$ cat src/hw/rtl/isam_pkg.sv
package isam_pkg;

  localparam int CAPACITY_DEF = 64;
  localparam int COORD_W      = 32;

  typedef enum logic [1:0] {
    OP_HOLD,
    OP_INSERT,
    OP_POP
  } isam_op_e;

  typedef enum logic [1:0] {
    ST_LOAD,
    ST_DRAIN,
    ST_FLUSH
  } isam_state_e;

  typedef struct packed {
    logic [COORD_W-1:0] start_pos;
    logic [COORD_W-1:0] end_pos;
  } isam_item_t;

  // broadcast to every cell of the chain
  typedef struct packed {
    isam_op_e   op;
    isam_item_t item;
  } isam_bus_t;

  // sequencer to merge unit
  typedef struct packed {
    logic take;
    logic flush;
    logic ovf;
  } isam_mctl_t;

endpackage

$ cat src/hw/rtl/isam_merge.sv
module isam_merge import isam_pkg::*; (
  input  logic               clk_i,
  input  logic               rst_ni,
  input  isam_mctl_t         ctl_i,
  input  isam_item_t         head_i,
  output logic               result_valid_o,
  output logic [COORD_W-1:0] merged_start_o,
  output logic [COORD_W-1:0] merged_end_o,
  output logic               last_out_o,
  output logic               overflow_o
);

  logic       have_q, have_d;
  logic       vld_q, vld_d;
  isam_item_t cur_q, cur_d;
  isam_item_t res_q, res_d;
  logic       last_q, last_d;
  logic       ovf_q, ovf_d;

  always_comb begin
    have_d = have_q;
    cur_d  = cur_q;
    vld_d  = 1'b0;
    res_d  = res_q;
    last_d = last_q;
    ovf_d  = ovf_q;
    if (ctl_i.take) begin
      have_d = 1'b1;
      if (!have_q) begin
        cur_d = head_i;
      end else if (head_i.start_pos < cur_q.end_pos) begin
        if (head_i.end_pos > cur_q.end_pos) begin
          cur_d.end_pos = head_i.end_pos;
        end
      end else begin
        vld_d  = 1'b1;
        res_d  = cur_q;
        last_d = 1'b0;
        ovf_d  = ctl_i.ovf;
        cur_d  = head_i;
      end
    end else if (ctl_i.flush) begin
      have_d = 1'b0;
      vld_d  = have_q;
      res_d  = cur_q;
      last_d = 1'b1;
      ovf_d  = ctl_i.ovf;
    end
  end

  always_ff @(posedge clk_i or negedge rst_ni) begin
    if (!rst_ni) begin
      have_q <= 1'b0;
      vld_q  <= 1'b0;
    end else begin
      have_q <= have_d;
      vld_q  <= vld_d;
    end
  end

  always_ff @(posedge clk_i) begin
    cur_q  <= cur_d;
    res_q  <= res_d;
    last_q <= last_d;
    ovf_q  <= ovf_d;
  end

  assign result_valid_o = vld_q;
  assign merged_start_o = res_q.start_pos;
  assign merged_end_o   = res_q.end_pos;
  assign last_out_o     = last_q;
  assign overflow_o     = ovf_q;

endmodule

$ cat config.mk
export PLATFORM = sky130hd
export DESIGN_NAME = isam_merge
export DESIGN_NICKNAME = d
export VERILOG_FILES = /design/src/hw/rtl/isam_pkg.sv /design/src/hw/rtl/isam_merge.sv
export SDC_FILE = /design/constraint.sdc
export NUM_CORES = 1
export LEC_CHECK = 0
export BUFFER_PORTS_ARGS = -buffer_cell sky130_fd_sc_hd__buf_2
export CAP_MARGIN = 20
export CORE_MARGIN = 3
export CORE_UTILIZATION = 45
export CTS_BUF_LIST = sky130_fd_sc_hd__clkbuf_4 sky130_fd_sc_hd__clkbuf_8
export DETAILED_ROUTE_END_ITERATION = 6
export GPL_ROUTABILITY_DRIVEN = 0
export PLACE_DENSITY = 0.72
export RECOVER_POWER = 50
export SYNTH_ARGS = -nofsm -noshare
export SYNTH_HDL_FRONTEND = slang
export SYNTH_SLANG_ARGS = --single-unit
$ cat constraint.sdc
create_clock -name clk_i -period 4.53 [get_ports clk_i]
set_input_delay 0.2265 -clock clk_i [delete_from_list [all_inputs] [get_ports clk_i]]
set_output_delay 0.2265 -clock clk_i [all_outputs]
set_load 0.02 [all_outputs]
Yosys cells after proc, flatten, opt, wreduce, memory -nomap -nowiden
Index checks and enable logic that the tools add are counted.

storage, ports and cells
  bits in writable memories = 0
  logic and storage cells = 40
  input port bits = 69
  output and inout bits = 67
  memories kept = 0
  latch bits = 0
  flip-flop bits (word level) = 132
  bits in read-only memories = 0

operators by class
  shift operators = 0
  $lt $le $gt $ge = 2
  add/sub/neg operators = 0
  multiply operators = 0
  reduce and logical (&&, ||, !) cells = 4
  bitwise operators = 0
  muxes and demuxes = 22
  equal/unequal tests = 4
  divide/modulo/power cells = 0

operators with widths
  cell                                           number
  2-to-1 mux 64 bit                              5
  2-to-1 mux 32 bit                              3
  > comparator 32 bit                            1
  < comparator 32 bit                            1
  2-to-1 mux 1 bit                               14
  != test 2 bit, second input constant           2
  AND reduction 2 bit                            2
  != test 3 x 2 -> 1 bit, second input constant  1
  AND reduction 3 bit                            1
  != test 2 x 1 -> 1 bit, second input constant  1
  nonzero test 2 bit                             1

Logic depth before layout (Yosys ltp)
Gate-level depths: netlist (run 1).

  depth in word-level cells = 4
  mapped depth = 8
  gate-level depth less buffers = 8

Worst setup path after synthesis (run 1)
No wires, ideal clock.

  kind = register to register
  from = reg cur_q[2] in the netlist's numbering
  to = reg last_q, in the netlist last_out_o, enable pin
  data arrival time = 4.111 ns
  buffers on the path = 0
  setup time = 0.490 ns
  setup slack = -0.072 ns
  required time = 4.040 ns
  clock period less this slack = 4.602 ns
  stages on the path, launching flop included = 9
  cell sequence = edfxtp_1 -> inv_1 -> ha_1 -> nand2_1 -> o21ai_0 -> a31oi_1 -> o31ai_1 -> a211oi_1 -> nor2_1

on the way
  longest elaborated chain between the ends = 3

ends and longest elaborated chain
  item                           RTL line          RTL
  start: declaration             isam_merge.sv:15  isam_item_t cur_q, cur_d;
  start signal: assignment       isam_merge.sv:62  cur_q <= cur_d;
  < comparator 32 bit            isam_merge.sv:31  end else if (head_i.start_pos < cur_q.end_pos) begin
  != test 2 bit (no line)        n/a
  AND reduction 3 bit (no line)  n/a
  end signal: assignment         isam_merge.sv:64  last_q <= last_d;
  end: declaration               isam_merge.sv:17  logic last_q, last_d;

No other way between the ends.
A chain may end at the register's enable or synchronous reset.

Worst setup path in the final report (run 1)
  from = in head_i[41] in the netlist's numbering
  to = reg res_q (netlist bit merged_end_o[24]), enable pin

on the way
  longest elaborated chain between the ends = 3

ends and longest elaborated chain
  item                           RTL line          RTL
  start: declaration             isam_merge.sv:5   input isam_item_t head_i,
  < comparator 32 bit            isam_merge.sv:31
  != test 2 bit (no line)        n/a
  AND reduction 3 bit (no line)  n/a
  end signal: assignment         isam_merge.sv:63  res_q <= res_d;
  end: declaration               isam_merge.sv:16  isam_item_t res_q, res_d;

No other way between the ends.

==> metrics.txt, run 1 <==
worst reg2reg setup slack 1.58 ns; final net count 697; DRC 0; adder-cell share of the synthesized area 14.35%; fillers 870; initial antenna violation count 0; Routed WL per cell 16.31 um; Hold WC Path Type in2async; M3 GR Usage 3.834%; share of cells above drive strength 1 13.32%; Synth Warn # 0; worst-margin pin slew 0.5178 ns; simple-gate share of the synthesized area 4.647%; area of the multi-input gates 1423 um^2; status complete, no violations; CP Launch Type primary input; CTS H-tree lvls 4; post-synthesis register bit count 132; GRT Residual Overflow 0; routed wire length 11760 um; Reg area 3954 um^2; Final Hold Violating Endpoints 0; Post-DP HPWL 8333 um; Setup TNS Final 0 ns; fmax 0.3300 GHz; largest net degree at the start of global routing 39; Max Cap Viol 0; critical path data required time 4.68 ns; Max-slew headroom 65.40%; vias in the first global route 3779; Vias 3574; Die ar. 13570 um^2; Die X 116.5 um; post-route clock skew 0.01570 ns; Mapped Area 5493 um^2; Worst-path clk slew 0.07 ns; post-cts gate resize count 0; Synth Area in Compound Gates 6.560%; Vert. Die Dim 116.5 um; first-pass GRT wire length 18340 um; n_diodes 0; num rows 39; Core Area 11660 um^2; number of CTS-inserted buffers 17; top cell type's share of synthesized area 71.07%; CP startpoint head_i[41]; Via density 4.957; clk_lat worst skew 0.43 ns; peak supply drop 0.0001874 V; Final Max Slew Viols 0; Initial DRC Count 218; Top-Level Pins 136; largest family of logic cells by synthesized area adder cells; Reg2Reg Capture Point merged_end_o[24]; Critical Path AT 3.18 ns; post-layout total power 3.172 mW; TritonCTS clock tree built; r2r startpoint cur_q[11]; clk buf depth 2; 1st-pass router iterations 5; Mean Syn Cell Area 16.20 um^2; final worst-path cycle share 66.90%; Syn Inst Count 339; CP Class in2reg; Setup Viol. Count Final 0; post-synth top area cell edfxtp_1; syn_nets 471; Worst setup EP type flip-flop; top post-synthesis cells by area edfxtp_1 71%, ha_1 14%, inv_1 2.5%; minimum clock period 3.031 ns; PwrDens 427.5 nW/um^2; DRT antenna net count 0; routing usage on met1 22.81%; clock tree root buffer cell clkbuf_8; peak fanout along the critical path 29; Port Buf Inserts 135; Initial Utilization 47.10%; R2R cell count 9; multiplexer share of the synthesized area 0%; crit path to merged_end_o[24]; leakage 2.948 nW; most used routing layer met2; RSZ-0062 raised after global routing no; GRT Total Usage 18.21%; hold slack final 0.1657 ns; Seq/Total Area, Yosys 71.98%; XOR/XNOR Fraction of Synth Area 0%; Synth cell types 29; GR Layer Usage met2 30.55%; CTS Sinks 132; Layout area overhead 35.10%
## cells by family (layout without fill, tap and decap cells)
group | after synthesis | count (layout)
AND/OR/NAND/NOR | 48 | 48
AO/OA/AOI/OAI | 60 | 60
buffers and inverters | 36 | 275
flip-flops | 132 | 132
adder cells (fa/ha/maj) | 63 | 63
## layout by cell type, fill, tap and decap left out, types with 4 or more instances in the layout
cell type,count
clkinvlp_4,5
nor2_1,7
inv_1,36
a21o_1,8
o21ai_0,10
clkbuf_8,17
a21oi_1,24
nand4_1,6
dlygate4sd3_1,67
nand2_1,15
bufinv_16,4
ha_1,63
clkbuf_1,97
nand3_1,7
edfxtp_1,130
buf_2,37
## layer usage
layer  vias to the layer above  share of wire [%]  wire [um]
met1                      1679                 43       5098
met3                        20                4.4        523
met5                         -                  0          0
li1                       1756                  -          -
met4                         0                1.8        207
met2                       119                 50       5929
## worst max-delay path, cell delays in order
cell           delay (ns)
dlygate4sd3_1        0.56
clkbuf_1             0.14
ha_1                 0.32
a21oi_1              0.17
o21ai_0              0.16
a221oi_1             0.43
o31ai_1              0.19
a211oi_1             0.46
nor2_4               0.22
buf_4                0.31
## registers in the layout, summed over array words and instances (netlist names)
| name | flops |
|---|---|
| overflow_o | 1 |
| have_q | 1 |
| merged_end_o | 32 |
| result_valid_o | 1 |
| cur_q | 64 |
| merged_start_o | 32 |
| last_out_o | 1 |
## worst min path at each step
| stage | slack (ns) | to | cells past startpoint | from |
|---|---|---|---|---|
| after detailed placement | 0.02 | have_q | 1 | rst_ni |
| final | 0.17 | have_q | 2 | rst_ni |
| after global routing | 0.13 | have_q | 2 | rst_ni |
| after floorplan | -0.07 | have_q | 0 | rst_ni |
| after CTS | 0.12 | have_q | 2 | rst_ni |
| after global placement | 0.02 | have_q | 1 | rst_ni |
## power by group
| group | leakage (nW) | internal [mW] | switching [mW] |
|---|---|---|---|
| clock | 0.197 | 0.601 | 0.451 |
| sequential | 1.26 | 1.52 | 0.0432 |
| combinational | 1.49 | 0.202 | 0.352 |
## final cells by class
cell class                 instances  area share (%)
clock inverter                    14           2.512
sequential                       132           53.28
inverter                          36           1.821
tap                              143           2.411
clock buffer                      18           3.254
timing repair buffer             207           17.55
multi-input combinational        171           19.17
## what timing repair did
action / CTS / global route
hold buffers: 67 / 0
setup endpoints to repair: 0 / 0
endpoints found under the hold margin: 68 / 0
setup buffers: 0 / 0
## metrics by stage
step	instance area [um^2]	cells	setup WS, ns	util [%]
CTS	7487	719	1.065	64.20
finish	7421	721	1.499	63.63
global placement	6389	620	1.219	54.78
detailed placement	6389	620	1.120	54.78
floorplan	5495	339	0.4808	-
global route	7421	721	1.318	63.63
## cells in the mapped netlist (all sizes together)
cell / count
and4: 2
nor2: 8
nor2b: 2
nor4: 1
a22oi: 1
a221o: 1
o21a: 1
o22ai: 1
edfxtp: 130
o21ai: 13
a211oi: 3
ha: 63
o211ai: 2
nand2b: 1
or3: 2
inv: 36
a21oi: 24
nand2: 15
nand3: 7
a21o: 8
dfrtp: 2
nand4: 8
a221oi: 2
o31ai: 1
o311ai: 1
a31oi: 2
nor3: 2
(Power assumes the default switching activity.)
==> run 2: changes to the inputs <==
--- a/config.mk
+++ b/config.mk
@@ -12,7 +12,7 @@
 export CTS_BUF_LIST = sky130_fd_sc_hd__clkbuf_4 sky130_fd_sc_hd__clkbuf_8
 export DETAILED_ROUTE_END_ITERATION = 6
 export GPL_ROUTABILITY_DRIVEN = 0
-export PLACE_DENSITY = 0.72
+export PLACE_DENSITY = 0.69
 export RECOVER_POWER = 50
 export SYNTH_ARGS = -nofsm -noshare
 export SYNTH_HDL_FRONTEND = slang
==> constraint.sdc (replaced) <==
create_clock -name clk_i -period 3.1 [get_ports clk_i]
set_input_delay 0.155 -clock clk_i [delete_from_list [all_inputs] [get_ports clk_i]]
set_output_delay 0.155 -clock clk_i [all_outputs]
set_load 0.02 [all_outputs]
==> metrics.txt, run 2 (synthesis gave the netlist of run 1 again) <==
Clock Power Share 29.7% (-3.5 points); Worst-path clk slew 0.07 ns (about the same); GR Layer Usage met2 29.98% (-0.57 points); Post-DP HPWL 8442 um (+1.3%); switch share 27.24% (+0.56 points); non-filler instance count after layout 719 (-0.28%); DRT antenna net count 0 (unchanged); first-pass GRT wire length 18360 um (+0.11%); Placement Cell Area 6414 um^2 (+0.39%); Final Hold Violating Endpoints 0 (unchanged); CTS H-tree lvls 4 (unchanged); Initial DRC Count 195 (-11%); worst-margin pin slew 1.031 ns (+0.5132 ns); number of CTS-inserted buffers 17 (unchanged); Final Max Slew Viols 0 (unchanged); Largest Register cur_q; peak fanout along the critical path 16 (-45%); most common cell after layout, fill and taps aside edfxtp_1; Net Switching 1.197 mW (+41%); 1st-pass router iterations 4 (-1); Reg power frac 52.1% (+2.7 points); n_diodes 0 (unchanged); GRT Total Usage 18.44% (+0.23 points); clock tree root buffer cell clkbuf_8; most frequent cells in the layout 130 x edfxtp_1, 97 x clkbuf_1, 67 x dlygate4sd3_1; CTS Sinks 132 (unchanged); Worst setup EP type flip-flop; post-route setup slack 0.2901 ns (-1.209 ns); GRT Residual Overflow 0 (unchanged); DRC 0 (unchanged); # placed instances 621 (+0.16%); Core Util, Final 62.74% (-0.89 points); Setup TNS Final 0 ns (unchanged); Critical Path AT 2.99 ns (-0.19 ns); final net count 696 (-0.14%); critical path data required time 3.28 ns (-1.40 ns); vias in the first global route 3701 (-2.1%); number of flip-flops in the largest register 64 (unchanged); Top-Level Pins 136 (unchanged); area of the multi-input gates 1428 um^2 (+0.35%); peak supply drop 0.0002523 V (+35%); hold slack final 0.04675 ns (-0.1189 ns); most used routing layer met2; Port Buf Inserts 135 (unchanged); Initial Utilization 47.10% (unchanged); Vias 3573 (-0.028%); RSZ-0062 raised after global routing no; minimum clock period 2.810 ns; Die X 116.5 um (unchanged); Reg area 3954 um^2 (unchanged); clk buf depth 2 (unchanged); Final Cell Area 7317 um^2 (-1.4%); Core Area 11660 um^2 (unchanged); Layout area overhead 33.21%; CP Class reg2reg; Hold WC Path Type in2async; CP Launch Type flip-flop; Logic pwr share 18.2% (+0.7 points); fmax 0.3559 GHz; TritonCTS clock tree built; fillers 931 (+7.0%); Max-slew headroom 31.00% (-34 points); Die ar. 13570 um^2 (unchanged); num rows 39 (unchanged); Via density 4.969 (+0.25%); post-route clock skew 0.009268 ns (-0.006437 ns); Vert. Die Dim 116.5 um (unchanged); Place WS 0.3068 ns (-0.8131 ns); initial antenna violation count 0 (unchanged); clk_lat worst skew 0.44 ns (about the same); PwrDens 600.7 nW/um^2 (+41%); largest net degree at the start of global routing 36 (-7.7%); leakage 2.919 nW (-1.0%); Setup Viol. Count Final 0 (unchanged); routing usage on met1 23.19% (+0.37 points); routed wire length 11910 um (+1.3%); P_int 3.198 mW (+37%); share of cells above drive strength 1 13.02% (-0.30 points); post-cts gate resize count 0 (unchanged); status complete, no violations; M3 GR Usage 5.130% (+1.3 points); Max Cap Viol 0 (unchanged); post-layout total power 4.395 mW (+39%); final worst-path cycle share 90.64%; Routed WL per cell 16.56 um (+1.5%)
## run 2: cell count changes in the layout (fill, tap and decap cells not counted), sizes merged
cell / previous run / this run
bufinv: 4 / 2
clkinv: 5 / 10
clkbuf: 116 / 114
clkinvlp: 5 / 2
## run 2: per-layer routing
layer / part of all wire [%] / up-vias
li1: - / 1751
met1: 43 / 1689
met2: 50 / 115
met3: 5.2 / 18
met4: 2.0 / 0
met5: 0 / -
## run 2: worst paths after layout
kind	cells past startpoint	from	end	slack, ns
worst max-delay path	9	cur_q[29]	cur_q[11]	0.29
worst min-delay path	2	rst_ni	have_q	0.05
worst max register to register	9	cur_q[29]	cur_q[11]	0.29
worst min register to register	0	cur_q[57]	merged_start_o[25]	0.42
max in group asynchronous	2	rst_ni	result_valid_o	2.90
min in group clk_i	2	ctl_i[2]	last_out_o	0.14
## run 2: worst max-delay path, stage by stage, from the launching register on
cell	delay, ns
edfxtp_1	0.35
inv_1	0.07
ha_1	0.35
nand4_2	0.15
nor4_2	0.48
nand3_1	0.23
or3_1	0.42
o311ai_1	0.10
o211ai_1	0.15
buf_4	0.25
## run 2: cell type report
type                            count  share of cell area, %
Inverter                           36                  1.847
Tap cell                          143                  2.445
Clock inverter                     14                  1.642
Sequential cell                   132                  54.04
Timing Repair Buffer              206                  17.32
Multi-Input combinational cell    171                  19.51
Clock buffer                       17                  3.198
## run 2: power groups by stage
stage	Sequential [mW]	Clock, mW	Combinational, mW
2_1_floorplan	2.46	0	0.317
3_3_place_gp	2.32	0	0.738
3_5_place_dp	2.33	0	0.758
4_1_cts	2.29	1.34	0.826
5_1_grt	2.31	1.41	0.887
6_report	2.29	1.31	0.800
## run 2: what timing repair did
action                                 CTS  global route
buffers inserted                         0             0
endpoints found under the hold margin   68             0
hold buffers                            67             0
