<file path="config.mk">
export PLATFORM = sky130hd
export DESIGN_NAME = isam_cell
export DESIGN_NICKNAME = d
export VERILOG_FILES = /design/src/hw/rtl/isam_pkg.sv /design/src/hw/rtl/isam_cell.sv
export SDC_FILE = /design/constraint.sdc
export NUM_CORES = 1
export LEC_CHECK = 0
export CORE_ASPECT_RATIO = 0.5
export CORE_MARGIN = 1.5
export CORE_UTILIZATION = 23
export CTS_CLUSTER_SIZE = 14
export DETAILED_ROUTE_END_ITERATION = 8
export DONT_BUFFER_PORTS = 1
export PLACE_DENSITY = 0.44
export SYNTH_ARGS = -nofsm -noshare
export SYNTH_HDL_FRONTEND = slang
export SYNTH_SLANG_ARGS = --single-unit
</file>
<file path="constraint.sdc">
create_clock -name clk_i -period 4.9 [get_ports clk_i]
set_input_delay 0.245 -clock clk_i [delete_from_list [all_inputs] [get_ports clk_i]]
set_output_delay 0.245 -clock clk_i [all_outputs]
set_load 0.02 [all_outputs]
</file>
<file path="src/hw/rtl/isam_pkg.sv">
package isam_pkg;

  localparam int CAPACITY_DEF = 64;
  localparam int COORD_W      = 32;

  typedef enum logic [1:0] {
    OP_HOLD,
    OP_INSERT,
    OP_POP
  } isam_op_e;

  typedef enum logic [1:0] {
    ST_LOAD,
    ST_DRAIN,
    ST_FLUSH
  } isam_state_e;

  typedef struct packed {
    logic [COORD_W-1:0] start_pos;
    logic [COORD_W-1:0] end_pos;
  } isam_item_t;

  // broadcast to every cell of the chain
  typedef struct packed {
    isam_op_e   op;
    isam_item_t item;
  } isam_bus_t;

  // sequencer to merge unit
  typedef struct packed {
    logic take;
    logic flush;
    logic ovf;
  } isam_mctl_t;

endpackage

</file>
<file path="src/hw/rtl/isam_cell.sv">
module isam_cell import isam_pkg::*; (
  input  logic       clk_i,
  input  isam_bus_t  bus_i,
  input  logic       occ_i,
  input  logic       prev_place_i,
  input  isam_item_t prev_i,
  input  isam_item_t next_i,
  output isam_item_t item_o,
  output logic       place_o
);

  isam_item_t item_q, item_d;

  // strict compare keeps arrival order among equal starts
  assign place_o = !occ_i || (item_q.start_pos > bus_i.item.start_pos);

  always_comb begin
    item_d = item_q;
    case (bus_i.op)
      OP_INSERT: begin
        if (place_o) begin
          if (prev_place_i) begin
            item_d = prev_i;
          end else begin
            item_d = bus_i.item;
          end
        end
      end
      OP_POP: begin
        item_d = next_i;
      end
      default: begin
        item_d = item_q;
      end
    endcase
  end

  always_ff @(posedge clk_i) begin
    item_q <= item_d;
  end

  assign item_o = item_q;

endmodule

</file>
# After elaboration in Yosys (flattened, before gate mapping)
# Index checks and enable logic that the tools add are counted.
[totals]
reg_bits = 64
inputBits = 197
word_cells = 13
[op_classes]
n_lt_le_gt_ge = 1
n_eq_ne = 3
muxes = 3
n_reduce_logical = 4
[ops]
columns = ["operator", "count"]
rows = [
  ["64-bit two-way mux", 2],
  ["64-bit one-hot mux with 2 select lines", 1],
  ["32-bit greater-than comparator", 1],
  ["2-bit by 1-bit == test with 1-bit output, second input constant", 1],
  ["2-bit == test, second input constant", 1],
  ["2-bit inequality test, second input constant", 1],
  ["2-bit AND reduction", 1],
  ["2-bit nonzero test", 1],
  ["1-bit logical NOT", 1],
  ["1-bit logical OR", 1],
]

# Longest topological paths before layout
# Gate-level depths: netlist of the first run.
[depth]
ltp_word = 4
mapped_depth = 7
ltp_nobuf = 7

# Worst setup path after synthesis of the first run
# Ideal clock, no wire load.
[synth_timing]
path_kind = "reg-to-reg"
startpoint = "register item_q, in the netlist item_o[33]"
endpoint = "register item_q, in the netlist item_o[0], enable pin"
setup_ns = 0.524
arrival_time_ns = 4.976
t_required_ns = 4.376
setup_slack_ns = -0.600
stages_incl_launch_ff = 7
n_path_buf = 0
path_cell_list = "edfxtp_1 > ha_1 > nor2b_2 > o211ai_2 > a2111oi_2 > o31ai_1 > a31oi_1"
[synth_via]
elab_chain_cells = 4
[synth_lines]
columns = ["item", "line_no", "rtl"]
rows = [
  ["from (decl)", "isam_cell.sv:12", "isam_item_t item_q, item_d;"],
  ["from (signal assigned)", "isam_cell.sv:39", "item_q <= item_d;"],
  ["32-bit greater-than comparator", "isam_cell.sv:15", "assign place_o = !occ_i || (item_q.start_pos > bus_i.item.start_pos);"],
  ["1-bit logical OR", "isam_cell.sv:15", ""],
  ["2-bit inequality test (no line)", "n/a", ""],
  ["2-bit AND reduction (no line)", "n/a", ""],
]
# Every way passes these cells.
# A chain may end at the register's enable or synchronous reset.

# Worst setup path in the final report of the first run
[layout_timing]
startpoint = "register item_q, in the netlist item_o[55]"
endpoint = "output port place_o"
[layout_via]
elab_chain_cells = 2
[layout_lines]
columns = ["item", "line_no", "rtl"]
rows = [
  ["32-bit greater-than comparator", "isam_cell.sv:15", ""],
  ["1-bit logical OR", "isam_cell.sv:15", ""],
  ["to (decl)", "isam_cell.sv:9", "output logic place_o"],
]
# Every way passes these cells.

==> results of run 1 <==
[worst max-delay path by stage]
stage / startpoint / to / slack (ns) / cells past startpoint
6_report: item_o[55]$_DFFE_PP_ / place_o / 2.06 / 5
5_1_grt: item_o[55]$_DFFE_PP_ / place_o / 1.82 / 5
4_1_cts: item_o[55]$_DFFE_PP_ / place_o / 1.97 / 5
3_5_place_dp: item_o[55]$_DFFE_PP_ / item_o[22]$_DFFE_PP_ / 2.07 / 6
3_3_place_gp: item_o[55]$_DFFE_PP_ / item_o[22]$_DFFE_PP_ / 2.11 / 6
2_1_floorplan: item_o[33]$_DFFE_PP_ / item_o[0]$_DFFE_PP_ / 0.95 / 6
[critical path: cells and delay by family (launching register included)]
kind	cells	cell delay, ns
AOI/OAI and AO/OA	2	0.79
and+or+nand+nor	2	0.61
DFF	1	0.50
adders and majority gates	1	0.37
[stage by stage]
stage / power [mW] / setup slack, ns
5_1_grt: 1.80 / 1.82
6_report: 1.71 / 2.06
2_1_floorplan: 0.935 / 0.952
3_5_place_dp: 0.983 / 2.07
4_1_cts: 1.74 / 1.97
3_3_place_gp: 0.981 / 2.11
[synth_stat cells, types with 2 or more instances]
cell type	count	area share, %
nor2b_2	3	0.64
o21ai_0	67	8.1
clkbuf_1	11	1.0
a31oi_1	2	0.30
edfxtp_1	64	47
ha_1	32	9.7
nand2_1	68	6.2
buf_4	6	1.1
nand4_2	2	0.61
a21o_1	3	0.55
buf_2	2	0.24
nand3_1	5	0.61
inv_1	32	2.9
mux2i_1	64	16
a21oi_1	12	1.5
nand4_1	6	0.91
[placed cells by master, fill, tap and decap left out, types with 5 or more instances in the layout]
| master | Yosys | final |
|---|---|---|
| o21ai_0 | 67 | 67 |
| nand4_1 | 6 | 6 |
| nand2_1 | 68 | 68 |
| a21oi_1 | 12 | 12 |
| inv_1 | 32 | 32 |
| nand3_1 | 5 | 5 |
| edfxtp_1 | 64 | 64 |
| ha_1 | 32 | 32 |
| clkbuf_16 | 0 | 9 |
| mux2i_1 | 64 | 64 |
[per-layer routing]
metal,vias to the layer above,part of all wire [%]
li1,1423,-
met4,0,0.99
met2,85,50
met3,9,4.9
met1,1377,44
met5,-,0
[power groups by stage]
stage          registers (mW)  clock network, mW  logic, mW
3_3_place_gp            0.783                  0      0.198
6_report                0.769              0.742      0.196
2_1_floorplan           0.768                  0      0.167
4_1_cts                 0.771              0.771      0.201
3_5_place_dp            0.782                  0      0.201
5_1_grt                 0.774              0.798      0.227
[cell type report]
| class | instances | share of cell area (%) |
|---|---|---|
| antenna | 1 | 0.0534 |
| clock buffer | 9 | 4.81 |
| clock inverter | 7 | 2.54 |
| inverter | 32 | 2.56 |
| multi-input combinational | 278 | 42.3 |
| sequential | 64 | 41.0 |
| tap | 234 | 6.25 |
| timing repair buffer | 3 | 0.481 |
[kinds of logic (layout without fill, tap and decap cells)]
kind of cell	after synthesis	in the layout	synth area share, %
and+or+nand+nor	90	90	9.99
DFF	64	64	46.6
buffers and inverters	53	51	5.71
other	0	1	0
muxes	64	64	15.5
adders and majority gates	32	32	9.72
AOI/OAI and AO/OA	92	92	12.4
==> out/results.ini, run 1 <==
[drt]
drc = 0
dr.pass1.iters = 5
ant_nets = 0
wirelength_um = 11100
drtIter0Drc = 78
routedWlPerCell_um = 17.6
vias = 2894
viasPerCell = 4.61

[cts]
cts_tree = yes
root_buffer = clkbuf_16
clkSinkCount = 64
ctsLongestPathBuffers = 2
path_clk_slew_ns = 0.06
cts_made_buffers = 9
postCtsSetupBuffers = 0
hold_buffers = 0
cts.repair.resized = 0
cts_htree_levels = 3
clock_latency_ns = 0.33

[global_route]
antenna_found_initial = 0
grt_busiest_layer = met2
use_met1_pct = 14.3
met2_usage_pct = 19.6
grtUsageTotal_pct = 11.5
gr-total-overflow = 0
use_met3_pct = 3.07
grt_pass1_wl_um = 15900
first_global_vias = 2709
grt_max_degree = 119

[placed_design]
place_area_um2 = 4340
portBuffers = 0
gp_congestion = 0.727
dp_hpwl_um = 8630
place_inst = 611

[floorplan]
row_count = 34
core_area_um2 = 17400
die_x_um = 192
initial_utilization_pct = 23.6
ios = 262
dieArea_um2 = 18800
chipHeight_um = 97.6

[sta]
final.setup.tns_ns = 0
tightest_slew_ns = 0.952
max_freq_mhz = 353
fin_crit_ns = 2.84
hold_violations = 0
fin_crit_sh_pct = 57.9
slew_viol_final = 0
rsz0062_at_grt = no
worst_clock_skew_ns = 0.00870
maxSlewHeadroom_pct = 36.5
setup_viol = 0
hold_ws_ns = 0.111

[synth]
synth_fp_nets = 624
synth-async-reset-ratio_pct = 0
synth_seq_cells = 64
synthFlopType = edfxtp_1
yosysUniqueCellTypes = 32
yosysWarningCount = 0
synth_edf_count = 64
netlist_area_um2 = 4120
seq_area_frac_synth_pct = 46.6
avgSynthCellArea_um2 = 10.4
syn_inst = 395

[run]
cap_violations = 0

[setup_path]
criticalPathCategory = flip-flop to output pin
r2r-end = item_o[6]$_DFFE_PP_
worstPathMaxFanout = 3
critPathSlowestCell = a31oi_1
crit_chain = ha_1, nand4_1, nor4_2, o31ai_1, a31oi_1
r2r_slack_ns = 2.15
critPathRequiredTime_ns = 4.66
rr_startpoint = item_o[55]$_DFFE_PP_
arrival_ns = 2.59
crit_path_end_kind = output pin
worst_path_largest_cell_delay_ns = 0.59
cp-start-kind = flip-flop
r2r_cells = 6

[power_and_ir_drop]
p_sw_share_pct = 26.4
p_comb_share_pct = 11.5
intPower_mw = 1.26
power.net_switching_mw = 0.451
power_frac_seq_pct = 45.0
powerDensity_nw_per_um2 = 364
p_clk_share_pct = 43.5
irDropWorstVdd_uv = 144
leakage_nw = 1.88

[hold_path]
hold_class = primary input to flip-flop
holdCritStartpoint = next_i[10]
min_to = item_o[10]$_DFFE_PP_
whs_path_depth = 2

[cells_and_area]
area_delta_synth_final_pct = 13.8
fill_cells = 1848
layout-drive-gt1-share_pct = 7.38
final-instance-count-excl-fill = 628
postLayoutCellArea_um2 = 4690
post-route-util_pct = 26.9
multi_input_area_um2 = 1980
nets = 617
largest_reg_flops = 64
seq_area_um2 = 1920

[outcome]
status = completed

Note: power is estimated with default switching activity, not from simulation.
==> inputs of run 2 (changes only) <==
Settings changed: PLACE_DENSITY 0.44 to 0.43.
Clock period 4.9 ns to 2.7 ns, I/O delays scaled along.
==> run 2 against run 1 <==
Effect of this change: sequential power rose by 73%; combinational power rose to 2.5 times the previous value; first-iteration DRC count rose by 18%; sequential share of layout area fell by 2.5 points; hold slack got worse by 0.099 ns; clock skew fell by 0.0016 ns; cell count rose by 6.8%; clock-buffer cell count rose by 3; wire length rose by 2.3%; clock power rose by 34%; critical path depth rose by 2; design area rose by 6.6%; critical endpoint unchanged; largest power group unchanged.
==> out/results.ini, run 2 (same netlist as run 1, synthesis figures left out) <==
[drt]
viasPerCell = 4.50
dr.pass1.iters = 4
drtIter0Drc = 92
routedWlPerCell_um = 16.9
wirelength_um = 11300
vias = 3021
drc = 0
ant_nets = 0

[cells_and_area]
area_delta_synth_final_pct = 21.3
largest_reg_flops = 64
fill_cells = 1837
nets = 663
final_common_cell = nand2_1
diodes = 0
layout-drive-gt1-share_pct = 12.4
final_cell_mix = nand2_1, o21ai_0, mux2i_1, edfxtp_1
postLayoutCellArea_um2 = 5000

[placed_design]
place_area_um2 = 4590
gp_congestion = 0.729
dp_hpwl_um = 8900
dpl_worst_slack_ns = 0.318
portBuffers = 0

[sta]
tightest_slew_ns = 0.527
worst_clock_skew_ns = 0.00715
fin_crit_sh_pct = 89.2
rsz0062_at_grt = no
setup_viol = 0
final.setup.tns_ns = 0
setup_ws_ns = 0.292
maxSlewHeadroom_pct = 64.8
fin_crit_ns = 2.41
max_freq_mhz = 415
hold_violations = 0
slew_viol_final = 0

[outcome]
status = completed

[setup_path]
arrival_ns = 2.27
r2r_slack_ns = 0.33
cp-start-kind = flip-flop
criticalPathCategory = flip-flop to output pin
r2r_cells = 6
critPathRequiredTime_ns = 2.57
crit_path_end_kind = output pin
rr_startpoint = item_o[55]$_DFFE_PP_
worstPathMaxFanout = 3
r2r-end = item_o[15]$_DFFE_PP_

[floorplan]
initial_utilization_pct = 23.6
chipHeight_um = 97.6
die_x_um = 192
ios = 262
row_count = 34
core_area_um2 = 17400
dieArea_um2 = 18800

[cts]
cts.repair.resized = 0
clkSinkCount = 64
root_buffer = clkbuf_16
cts_tree = yes
clock_latency_ns = 0.33
cts_htree_levels = 3
cts_made_buffers = 9
path_clk_slew_ns = 0.05
ctsLongestPathBuffers = 2
postCtsSetupBuffers = 0

[global_route]
grt_pass1_wl_um = 16400
antenna_found_initial = 0
gr-total-overflow = 0
grtUsageTotal_pct = 11.8
grt_max_degree = 65
first_global_vias = 2890

[power_and_ir_drop]
irDropWorstVdd_uv = 200
powerDensity_nw_per_um2 = 566
finalPower_mw = 2.83
leakage_nw = 2.05

[hold_path]
holdCritStartpoint = next_i[12]
min_to = item_o[12]$_DFFE_PP_
hold_class = primary input to flip-flop
whs_path_depth = 2

[run]
cap_violations = 0

[run 2: changes by cell type in the layout (fill, tap and decap cells not counted)]
cell / change
buf_4: +28
dlygate4sd3_1: +16
bufinv_16: -3
clkbuf_1: +3
buf_12: +2
clkinv_2: +1
clkinv_4: -1
clkinvlp_4: -1
diode_2: -1
inv_6: -1
[run 2: cell type report]
| class | count | area, um2 | share of cell area [%] |
|---|---|---|---|
| clock buffers | 12 | 236 | 4.73 |
| clock inverters | 2 | 8.76 | 0.175 |
| inverters | 32 | 120 | 2.40 |
| multi-input cells | 278 | 1980 | 39.7 |
| flip-flops and latches | 64 | 1920 | 38.5 |
| well taps | 234 | 293 | 5.86 |
| repair buffers | 49 | 433 | 8.67 |
[run 2: power breakdown]
part	internal, mW	switching [mW]	total [mW]
clock network	0.606	0.390	0.996
registers	1.23	0.109	1.33
logic	0.219	0.280	0.499
total	2.05	0.779	2.83
[run 2: worst max path at each step]
stage,end,startpoint,depth (start not counted),slack (ns)
3_3_place_gp,item_o[15]$_DFFE_PP_,item_o[55]$_DFFE_PP_,6,0.35
3_5_place_dp,item_o[15]$_DFFE_PP_,item_o[55]$_DFFE_PP_,6,0.32
2_1_floorplan,item_o[0]$_DFFE_PP_,item_o[33]$_DFFE_PP_,6,-0.38
6_report,place_o,item_o[55]$_DFFE_PP_,7,0.29
5_1_grt,place_o,item_o[55]$_DFFE_PP_,7,0.14
4_1_cts,place_o,item_o[55]$_DFFE_PP_,7,0.25
[run 2: critical path, stage by stage, from the launching register on]
cell	delay [ns]
edfxtp_1	0.38
ha_1	0.32
a21oi_1	0.15
o21ai_0	0.16
a221o_1	0.33
a211oi_2	0.27
a31oi_1	0.15
buf_4	0.19
[run 2: repair_timing]
item / 4_1_cts / 5_1_grt
hold endpoints to repair: 16 / 0
hold buffers: 16 / 0
endpoints found under the setup margin: 0 / 0
[run 2: layer usage]
layer | up-vias | part of all wire [%] | global-route usage, %
li1 | 1509 | - | -
met1 | 1417 | 43 | 14.0
met2 | 80 | 51 | 20.5
met3 | 15 | 4.9 | 3.25
met4 | 0 | 1.4 | 3.76
met5 | - | 0 | 0
[run 2: through the flow]
step	std cells	hold slack, ns	util, %
6_report	671	0.0115	28.6
2_1_floorplan	395	0.322	-
3_5_place_dp	641	0.332	26.3
5_1_grt	671	0.00773	28.6
3_3_place_gp	641	0.330	26.3
4_1_cts	671	0.0000188	28.6
==> inputs of run 3 (changes only) <==
Settings changed: PLACE_DENSITY 0.43 to 0.44.
Clock period 2.7 ns to 2 ns, I/O delays scaled along.
==> run 3 against run 2 <==
Effect of this change: the flow now finishes with violations (setup timing); highest routed layer unchanged; via count grew 6.4%; sequential share of layout area shrank 4.5 points; clock power grew 53%; register-to-register slack lost 0.68 ns; non-clock buffer count grew 53; critical path type is now flip-flop to flip-flop; design area grew 13%; largest cell class unchanged.
==> out/results.ini, run 3 (same netlist as run 1, synthesis figures left out) <==
[outcome]
status = complete, but fails checks
violations = setup timing

[cells_and_area]
area_delta_synth_final_pct = 37.1
layout-drive-gt1-share_pct = 19.3
final_common_cell = nand2_1
nets = 716
largest_reg_flops = 64
diodes = 0
final_cell_mix = nand2_1, o21ai_0, mux2i_1, edfxtp_1, buf_4
post-route-util_pct = 32.4
postLayoutCellArea_um2 = 5650
final-instance-count-excl-fill = 726

[setup_path]
critPathRequiredTime_ns = 2.02
rr_startpoint = item_o[62]$_DFFE_PP_
crit_path_end_kind = flip-flop
r2r-end = item_o[48]$_DFFE_PP_
arrival_ns = 2.37
r2r_cells = 8
criticalPathCategory = flip-flop to flip-flop
cp-start-kind = flip-flop
r2r_slack_ns = -0.35
worstPathMaxFanout = 25

[power_and_ir_drop]
powerDensity_nw_per_um2 = 741
power_frac_seq_pct = 42.8
irDropWorstVdd_uv = 344
leakage_nw = 2.33
intPower_mw = 3.03
p_clk_share_pct = 36.3
p_sw_share_pct = 27.6
finalPower_mw = 4.18
p_comb_share_pct = 20.9
power.net_switching_mw = 1.15

[hold_path]
holdCritStartpoint = next_i[4]
hold_class = primary input to flip-flop
whs_path_depth = 2
min_to = item_o[4]$_DFFE_PP_

[drt]
routedWlPerCell_um = 17.1
vias = 3215
viasPerCell = 4.43
drtIter0Drc = 98
ant_nets = 0
dr.pass1.iters = 4
drc = 0
wirelength_um = 12400

[sta]
setup_ws_ns = -0.348
setup_viol = 65
hold_ws_ns = 0.00579
tightest_slew_ns = 0.414
fin_crit_ns = 2.35
hold_violations = 0
worst_clock_skew_ns = 0.00793
max_freq_mhz = 426
slew_viol_final = 0
maxSlewHeadroom_pct = 72.1
final.setup.tns_ns = -21.26
rsz0062_at_grt = yes
fin_crit_sh_pct = 117

[global_route]
antenna_found_initial = 0
grtUsageTotal_pct = 12.9
grt_pass1_wl_um = 18100
gr-total-overflow = 0
first_global_vias = 3183
grt_max_degree = 119

[floorplan]
core_area_um2 = 17400
chipHeight_um = 97.6
dieArea_um2 = 18800
initial_utilization_pct = 23.6
ios = 262
row_count = 34
die_x_um = 192

[placed_design]
dp_hpwl_um = 9060
gp_congestion = 0.718
portBuffers = 0
place_inst = 662
place_area_um2 = 4750
dpl_worst_slack_ns = -0.420

[cts]
cts_made_buffers = 9
clock_latency_ns = 0.33
path_clk_slew_ns = 0.05
clkSinkCount = 64
cts_htree_levels = 3
cts_tree = yes
ctsLongestPathBuffers = 2
root_buffer = clkbuf_16

[run]
cap_violations = 0

run 3: cell types whose count changed in the layout (fill, tap and decap cells not counted), sizes merged:
| cell | delta |
|---|---|
| clkbuf | -1 |
| buf | +28 |
| clkinv | +2 |
| dlygate4sd3 | +25 |
| bufinv | +1 |
run 3: worst max path at each step:
stage                         start                    to  slack, ns
2_1_floorplan  item_o[33]$_DFFE_PP_   item_o[0]$_DFFE_PP_      -1.08
3_3_place_gp   item_o[55]$_DFFE_PP_  item_o[17]$_DFFE_PP_      -0.39
3_5_place_dp   item_o[54]$_DFFE_PP_  item_o[19]$_DFFE_PP_      -0.42
4_1_cts        item_o[55]$_DFFE_PP_   item_o[7]$_DFFE_PP_      -0.35
5_1_grt        item_o[43]$_DFFE_PP_  item_o[15]$_DFFE_PP_      -0.49
6_report       item_o[62]$_DFFE_PP_  item_o[48]$_DFFE_PP_      -0.35
run 3: power by group through the flow:
| stage | Combinational [mW] | Clock [mW] | Sequential [mW] |
|---|---|---|---|
| after floorplan | 0.413 | 0 | 1.88 |
| after global placement | 0.724 | 0 | 1.82 |
| after detailed placement | 0.734 | 0 | 1.82 |
| after CTS | 0.882 | 1.56 | 1.79 |
| after global routing | 0.959 | 1.62 | 1.80 |
| final | 0.874 | 1.52 | 1.79 |
run 3: repair_timing:
action                                  CTS  global route
hold endpoints to repair                 41             0
setup buffers                             6             0
hold buffers                             41             0
pin swaps                                 6             2
endpoints found under the setup margin   65            65
gates cloned                              1             0
resized for setup                        18             2
run 3: final cells by class:
type	count	area, um2
inverters	32	120
clock buffers	11	233
clock inverters	5	47.5
repair buffers	102	926
multi-input cells	278	2110
fillers	1782	11800
flip-flops and latches	64	1920
well taps	234	293
run 3: critical path: stages (launching register included):
cell      delay (ns)
edfxtp_1        0.43
ha_4            0.31
nand4_1         0.14
buf_4           0.19
nor4_4          0.22
o31ai_2         0.16
a31oi_4         0.22
buf_4           0.18
buf_16          0.19
run 3: layer usage:
metal  wire, um  track usage, %  up-vias
li1           -               -     1615
met1       5210            15.3     1511
met2       6560            23.1       83
met5          0               0        -
met3        595            3.54        6
met4         91            3.22        0
